## config.mk

```make
export PLATFORM = sky130hd
export DESIGN_NAME = dbbp_ctrl
export DESIGN_NICKNAME = d
export VERILOG_FILES = /design/src/rtl/core/dbbp_pkg.sv /design/src/rtl/core/dbbp_ctrl.sv
export SDC_FILE = /design/constraint.sdc
export NUM_CORES = 1
export LEC_CHECK = 0
export BUFFER_PORTS_ARGS = -buffer_cell sky130_fd_sc_hd__buf_2
export CAP_MARGIN = 20
export CORE_MARGIN = 1.5
export CORE_UTILIZATION = 43
export CTS_CLUSTER_SIZE = 30
export DETAILED_ROUTE_END_ITERATION = 10
export PLACE_DENSITY_LB_ADDON = 0.15
export SLEW_MARGIN = 10
export SYNTH_ARGS = -nofsm -noshare
export SYNTH_HDL_FRONTEND = slang
export SYNTH_SLANG_ARGS = --single-unit
```

## constraint.sdc

```tcl
create_clock -name clock -period 3.43 [get_ports clock]
set_input_delay 0 -clock clock [delete_from_list [all_inputs] [get_ports clock]]
set_output_delay 0 -clock clock [all_outputs]
set_load 0.05 [all_outputs]
```

## src/rtl/core/dbbp_pkg.sv

```systemverilog
// Shared constants, codes and control types of the depth block back-projector.
`timescale 1ns / 1ps
package dbbp_pkg;

   localparam int DEF_MAX_WIDTH = 640;
   localparam int DEF_MAX_BLOCK = 8;

   localparam int DEPTH_W = 16;
   localparam int TIME_W  = 32;
   localparam int POINT_W = 18;
   localparam int COL_W   = 10;
   localparam int ROW_W   = 16;
   localparam int BS_W    = 4;
   localparam int SKIP_W  = 8;
   localparam int INV_W   = 24;
   localparam int CEN_W   = 14;
   localparam int SUM_W   = 22;
   localparam int CNT_W   = 7;
   localparam int DIV_W   = 23;
   localparam int POS_W   = 21;
   localparam int P1_W    = POS_W + INV_W;
   localparam int P2_W    = P1_W + DEPTH_W;
   localparam int CSR_IDX_W  = 4;
   localparam int CSR_DATA_W = 32;

   localparam logic [DEPTH_W-1:0] MIN_DEPTH = 16'd300;
   localparam logic [SKIP_W-1:0]  SKIP_NONE = 8'hFF;

   localparam logic [COL_W-1:0]   RST_WIDTH  = 10'd640;
   localparam logic [BS_W-1:0]    RST_BLOCK  = 4'd5;
   localparam logic [DEPTH_W-1:0] RST_MAXD   = 16'd2200;
   localparam logic [SKIP_W-1:0]  RST_SKIP   = 8'd2;
   localparam logic [INV_W-1:0]   RST_INV_FX = 24'd27179;
   localparam logic [INV_W-1:0]   RST_INV_FY = 24'd27161;
   localparam logic [CEN_W-1:0]   RST_CX     = 14'd5220;
   localparam logic [CEN_W-1:0]   RST_CY     = 14'd3840;

   localparam logic [CSR_IDX_W-1:0] REG_IMAGE_WIDTH = 4'd0;
   localparam logic [CSR_IDX_W-1:0] REG_BLOCK_SIZE  = 4'd1;
   localparam logic [CSR_IDX_W-1:0] REG_MAX_DEPTH   = 4'd2;
   localparam logic [CSR_IDX_W-1:0] REG_SKIP_FRAMES = 4'd3;
   localparam logic [CSR_IDX_W-1:0] REG_INV_FX      = 4'd4;
   localparam logic [CSR_IDX_W-1:0] REG_INV_FY      = 4'd5;
   localparam logic [CSR_IDX_W-1:0] REG_CENTER_X    = 4'd6;
   localparam logic [CSR_IDX_W-1:0] REG_CENTER_Y    = 4'd7;

   typedef enum logic [4:0] {
      OP_NONE,
      OP_LATCH,
      OP_FRAME,
      OP_DIV_COL,
      OP_WAIT_COL,
      OP_DIV_ROW,
      OP_WAIT_ROW,
      OP_DIV_WID,
      OP_WAIT_WID,
      OP_READ,
      OP_ACC,
      OP_DIV_MEAN,
      OP_WAIT_MEAN,
      OP_MUL1_X,
      OP_MUL2_X,
      OP_MUL1_Y,
      OP_MUL2_Y,
      OP_OUT,
      OP_ADV
   } op_type;

   typedef struct packed {
      op_type op;
   } cmd_type;

   typedef struct packed {
      logic active;
      logic resync;
      logic in_range;
      logic emit;
      logic div_busy;
      logic out_free;
   } status_type;

endpackage

```

## src/rtl/core/dbbp_ctrl.sv

```systemverilog
// Sequencer for one pixel request: frame decision, geometry resync, accumulate, project.
`timescale 1ns / 1ps
module dbbp_ctrl (
   input  logic                  clock,
   input  logic                  reset,
   input  logic                  req_valid,
   output logic                  req_ready,
   input  dbbp_pkg::status_type  status,
   output dbbp_pkg::cmd_type     cmd
);
   typedef enum logic [4:0] {
      S_IDLE, S_FRAME, S_CHECK, S_DCOL, S_WCOL, S_DROW, S_WROW, S_DWID, S_WWID,
      S_READ, S_ACC, S_DMEAN, S_WMEAN, S_MX1, S_MX2, S_MY1, S_MY2, S_OUT, S_ADV
   } state_type;

   state_type state_ff, state_in;

   always_comb begin
      state_in = state_ff;
      case (state_ff)
         S_IDLE:  if (req_valid) state_in = S_FRAME;
         S_FRAME: state_in = S_CHECK;
         S_CHECK: begin
            if (!status.active)     state_in = S_IDLE;
            else if (status.resync) state_in = S_DCOL;
            else                    state_in = S_READ;
         end
         S_DCOL:  state_in = S_WCOL;
         S_WCOL:  if (!status.div_busy) state_in = S_DROW;
         S_DROW:  state_in = S_WROW;
         S_WROW:  if (!status.div_busy) state_in = S_DWID;
         S_DWID:  state_in = S_WWID;
         S_WWID:  if (!status.div_busy) state_in = S_READ;
         S_READ:  state_in = status.in_range ? S_ACC : S_ADV;
         S_ACC:   state_in = status.emit ? S_DMEAN : S_ADV;
         S_DMEAN: state_in = S_WMEAN;
         S_WMEAN: if (!status.div_busy) state_in = S_MX1;
         S_MX1:   state_in = S_MX2;
         S_MX2:   state_in = S_MY1;
         S_MY1:   state_in = S_MY2;
         S_MY2:   state_in = S_OUT;
         S_OUT:   if (status.out_free) state_in = S_ADV;
         S_ADV:   state_in = S_IDLE;
         default: state_in = S_IDLE;
      endcase
   end

   always_ff @(posedge clock) begin
      if (reset) state_ff <= S_IDLE;
      else       state_ff <= state_in;
   end

   always_comb begin
      case (state_ff)
         S_IDLE:  cmd.op = dbbp_pkg::OP_LATCH;
         S_FRAME: cmd.op = dbbp_pkg::OP_FRAME;
         S_DCOL:  cmd.op = dbbp_pkg::OP_DIV_COL;
         S_WCOL:  cmd.op = dbbp_pkg::OP_WAIT_COL;
         S_DROW:  cmd.op = dbbp_pkg::OP_DIV_ROW;
         S_WROW:  cmd.op = dbbp_pkg::OP_WAIT_ROW;
         S_DWID:  cmd.op = dbbp_pkg::OP_DIV_WID;
         S_WWID:  cmd.op = dbbp_pkg::OP_WAIT_WID;
         S_READ:  cmd.op = dbbp_pkg::OP_READ;
         S_ACC:   cmd.op = dbbp_pkg::OP_ACC;
         S_DMEAN: cmd.op = dbbp_pkg::OP_DIV_MEAN;
         S_WMEAN: cmd.op = dbbp_pkg::OP_WAIT_MEAN;
         S_MX1:   cmd.op = dbbp_pkg::OP_MUL1_X;
         S_MX2:   cmd.op = dbbp_pkg::OP_MUL2_X;
         S_MY1:   cmd.op = dbbp_pkg::OP_MUL1_Y;
         S_MY2:   cmd.op = dbbp_pkg::OP_MUL2_Y;
         S_OUT:   cmd.op = dbbp_pkg::OP_OUT;
         S_ADV:   cmd.op = dbbp_pkg::OP_ADV;
         default: cmd.op = dbbp_pkg::OP_NONE;
      endcase
   end

   assign req_ready = (state_ff == S_IDLE);
endmodule

```

# Yosys cells after proc, flatten, opt, wreduce, memory -nomap -nowiden
# Memory sizes are Yosys's and may differ from the RTL's. A register that Yosys moved wholly into a read port is not among the register bits.
# Index checks and enable logic that the tools add are counted.
[word_totals]
ff_bits = 5
mem_bits_ro = 160
mem_count = 1
word_cells = 40
out_inout_bits = 6
[memory_table]
columns = ["memory", "words", "width", "read_ports", "rd_ports_with_merged_regs", "write_ports", "line_no", "rtl"]
rows = [
  ["(name not given)", 32, 5, 1, 1, 0, "dbbp_ctrl.sv:54", "case (state_ff)"],
]
[op_classes]
reduce_logical = 2
n_eq_ne = 23
mux = 13
[op_table]
columns = ["cell", "count"]
rows = [
  ["$pmux W5 S18", 1],
  ["$mux W5", 10],
  ["$eq A5 B4 Y1 const B", 8],
  ["$eq A5 B3 Y1 const B", 4],
  ["$ne A2 B2 Y1 const B", 6],
  ["$eq A5 B2 Y1 const B", 2],
  ["$eq A5 B5 Y1 const B", 2],
  ["$mux W4", 2],
  ["$reduce_and A6 Y1", 1],
  ["$eq A5 B1 Y1 const B", 1],
  ["$logic_not A5 Y1", 1],
]

# Longest topological paths before layout
[depth]
depth_word = 5
depth_mapped = 9
mapped_depth_nobuf = 8

# Worst setup path before layout
# Ideal clock, no wire load.
[synth_path]
path_type = "register to register"
start = "reg state_ff[2]"
end = "reg cmd[1] (netlist name)"
path_stages_with_launch = 9
arrival_time_ns = 1.737
required_ns = 3.308
path_buffers = 1
period_less_slack_ns = 1.859
slack_ns = 1.571
cell_sequence = "dfxtp_1 > clkbuf_4 > inv_2 > a31o_2 > a31oi_1 > nor2_1 > ha_1 > and2b_2 > a311o_1"
[synth_between]
elab_chain_len = 5
[synth_rtl]
columns = ["element", "line_no", "rtl"]
rows = [
  ["start: declaration", "dbbp_ctrl.sv:16", "state_type state_ff, state_in;"],
  ["start signal: assignment", "dbbp_ctrl.sv:50", "else state_ff <= state_in;"],
  ["$eq A5 B3 Y1 (tied with other cells)", "dbbp_ctrl.sv:20", "case (state_ff)"],
  ["$ne A2 B2 Y1 (no source line)", "--", ""],
  ["$reduce_and A6 Y1 (no source line)", "--", ""],
  ["$mux W5 (no source line) * (2 in series)", "--", ""],
]
# Mark *: on every way between the ends. The rest lies on a longest branch, timed or not.
# A chain may end at the register's enable or synchronous reset.

# Worst setup path after layout
[layout_path]
start = "reg state_ff[2]"
end = "reg cmd[1] (netlist name)"
[layout_between]
elab_chain_len = 5
[layout_rtl]
columns = ["element", "line_no"]
rows = [
  ["$eq A5 B3 Y1 (tied with other cells)", "dbbp_ctrl.sv:20"],
  ["$ne A2 B2 Y1 (no source line)", "--"],
  ["$reduce_and A6 Y1 (no source line)", "--"],
  ["$mux W5 (no source line) * (2 in series)", "--"],
]
# Marks and branches as above.

==> impl_metrics.csv <==
group,metric,value,unit
status,status,"finished clean",
clock_tree,clock_sinks,10,
sta,skew,0.00124,ns
synth,synth.largest_area_cell,"dfxtp_1",
critical_path,end_kind,"register",
die,start_util,48.0,%
synth,synth_edf_count,0,
sta,tns,0,ns
grt,grt_max_degree,15,
pwr,leakagePower,0.333,nW
placement,pre_cts_slack,1.33,ns
synth,ys_ff_latch,10,
detailed_routing,first_iter_violations,18,
sta,holdWs,0.146,ns
detailed_routing,ant_nets,0,
finish,fin_area,749,sq um
die,coreArea,1370,sq um
synth,synth.area.top_cells,"dfxtp_1, ha_1, o31a_2, nor2_1, inv_1",
clock_tree,cts_tree,"built",
die,die_area,1770,sq um
detailed_routing,drc,0,
clock_tree,clockBufferDepth,2,
placement,place_congestion,0.905,
detailed_routing,vias_per_cell,5.73,
detailed_routing,routed_wl,1.36,mm
sta,fin_crit_sh,61.3,%
sta,setup_slack,1.33,ns
placement,port_buffers,14,
sta,period_needed,2.10,ns
finish,multi_input_area,394,sq um
grt,grt_pass1_vias,518,
synth,synthCells,75,
pwr,ir_drop,202,uV
critical_path,worstPathMaxFanout,13,
synth,synth_nets,87,
finish,register_area,200,sq um
clock_tree,clk_pin_slew_worst_paths,0.06,ns
die,row_count,13,
sta,rsz0062_at_grt,"no",
synth,synth_top_area_share,30.5,%
finish,nets,103,
synth,synthFlopType,"dfxtp_1",
synth,async_flop_share,0,%
clock_tree,insertion_delay,0.26,ns
grt,grt.total_usage,16.8,%
critical_path,cp-start-kind,"register",
pwr,powerDensity,421,nW/um^2
sta,tightestPinTransition,0.587,ns
flow_run,maxCapViolations,0,
sta,hold_viol_final,0,
critical_path,reg2regPathDepth,7,
critical_path,crit_type,"register to register",
grt,antenna_found_initial,0,
finish,area_growth,14.3,%
finish,drive_above_1_share,31.5,%
critical_path,cp.required,3.58,ns
grt,gr-total-overflow,0,
pwr,p_total,316,uW
detailed_routing,post_drt_wl_per_cell,13.1,um
sta,setup_viol,0,
critical_path,crit_slowest_cell,"dfxtp_1",
synth,postSynthAreaPerCell,8.74,sq um
sta,slew_headroom,60.9,%
detailed_routing,vias,596,
finish,fin_util,54.9,%
die,die_x,42.0,um
die,die_h,42.0,um
finish,instances_no_fill,104,
worst_hold_path,hp-class,"primary input to register",
worst_hold_path,hold-path-cell-count,4,
die,boundaryPins,15,
critical_path,arrival,2.25,ns
clock_tree,clock-root-buffer,"clkbuf_4",
critical_path,path_cells,"inv_2 -> a31o_2 -> a31oi_1 -> nor2_1 -> ha_1 -> and2b_2 -> a311o_1",
detailed_routing,firstDrtPassIters,4,
grt,grt_pass1_wl,2.28,mm
placement,dpl-instance-area,717,sq um
clock_tree,htreeDepth,1,
critical_path,critPathMaxStageDelay,0.60,ns
placement,placed_cells,100,
finish,fill_cells,128,
sta,fmax,476,MHz
clock_tree,cts_buffers,3,
clock_tree,cts_resized,0,
critical_path,r2r_slack,1.33,ns
synth,seq_area_frac_synth,30.5,%
sta,slew_viol_final,0,
synth,ys_types,37,
synth,netlist_area,656,sq um
finish,n_antenna_cell,0,
synth,yosys_warnings,0,
placement,hpwlAfterDp,1.01,mm
-- worst max-delay path, delay by kind of cell (launching register included) --
family / cells / cell delay, ns
compound gates: 3 / 0.77
flops: 1 / 0.60
simple gates: 2 / 0.30
fa+ha+maj: 1 / 0.20
buf+inv: 1 / 0.11
-- cell usage after synthesis, drive strengths merged, types with 2 or more instances --
cell type / n
dfxtp: 10
inv: 9
nor2: 7
o21ai: 4
and2: 3
buf: 3
ha: 3
nor3: 3
o31a: 3
a211oi: 2
a31oi: 2
mux2i: 2
nand2: 2
o211ai: 2
-- placed cells by master (no fill, tap or decap), types with 2 or more instances in the layout --
master and count:
clkbuf_4 3, ha_1 3, dfxtp_1 10, mux2i_1 2, inv_2 3, nor3_1 3
o211ai_1 2, o31a_2 3, nand2_1 2, a31oi_1 2, buf_2 14, nor2_1 7
and2_1 3, o21ai_0 4, inv_1 6
-- cells by family (layout without fill, tap and decap cells) --
logic type                 count (synthesis)  after routing  synth area share (%)
adders and majority gates                  3              3                  5.73
AOI/OAI and AO/OA                         21             21                  27.3
buffers and inverters                     13             27                  9.35
DFF                                       10             10                  30.5
muxes                                      2              2                  3.05
xor gates and xnor gates                   1              1                  1.34
and+or+nand+nor                           25             25                  22.7
-- final timing paths --
check / start / endpoint
min: status[1] / state_ff[0]
max reg2reg: state_ff[2] / cmd[1]
max: state_ff[2] / cmd[1]
min reg2reg: state_ff[1] / state_ff[2]
-- registers in the layout, indices dropped and copies added (netlist names) --
register	cells
state_ff	5
cmd	5
-- power breakdown --
group,internal (mW),leakage (nW),switching [mW],total [mW]
clock network,0.0404,0.0138,0.0364,0.0768
logic,0.0327,0.237,0.0657,0.0983
registers,0.127,0.0817,0.0138,0.141
total,0.200,0.333,0.116,0.316
-- per-layer routing --
layer | up-vias | routed length (um) | global-route usage, %
met1 | 279 | 698 | 23.2
met2 | 10 | 607 | 25.0
met3 | 0 | 56 | 6.47
met5 | - | 0 | 0
met4 | 0 | 0 | 3.75
li1 | 307 | - | -
-- final cells by class --
cell class / instances / area share (%)
Inverter: 9 / 4.51
Sequential cell: 10 / 26.7
Tap cell: 15 / 2.50
Timing Repair Buffer: 15 / 10.7
Multi-Input combinational cell: 52 / 52.6
Clock buffer: 3 / 3.01
-- repair_timing --
| item | CTS | global route |
|---|---|---|
| hold buffers | 1 | 0 |
| setup buffers | 0 | 0 |
| endpoints found under the hold margin | 1 | 0 |
| setup endpoints to repair | 0 | 0 |
Power figures use the tool's default switching activity.
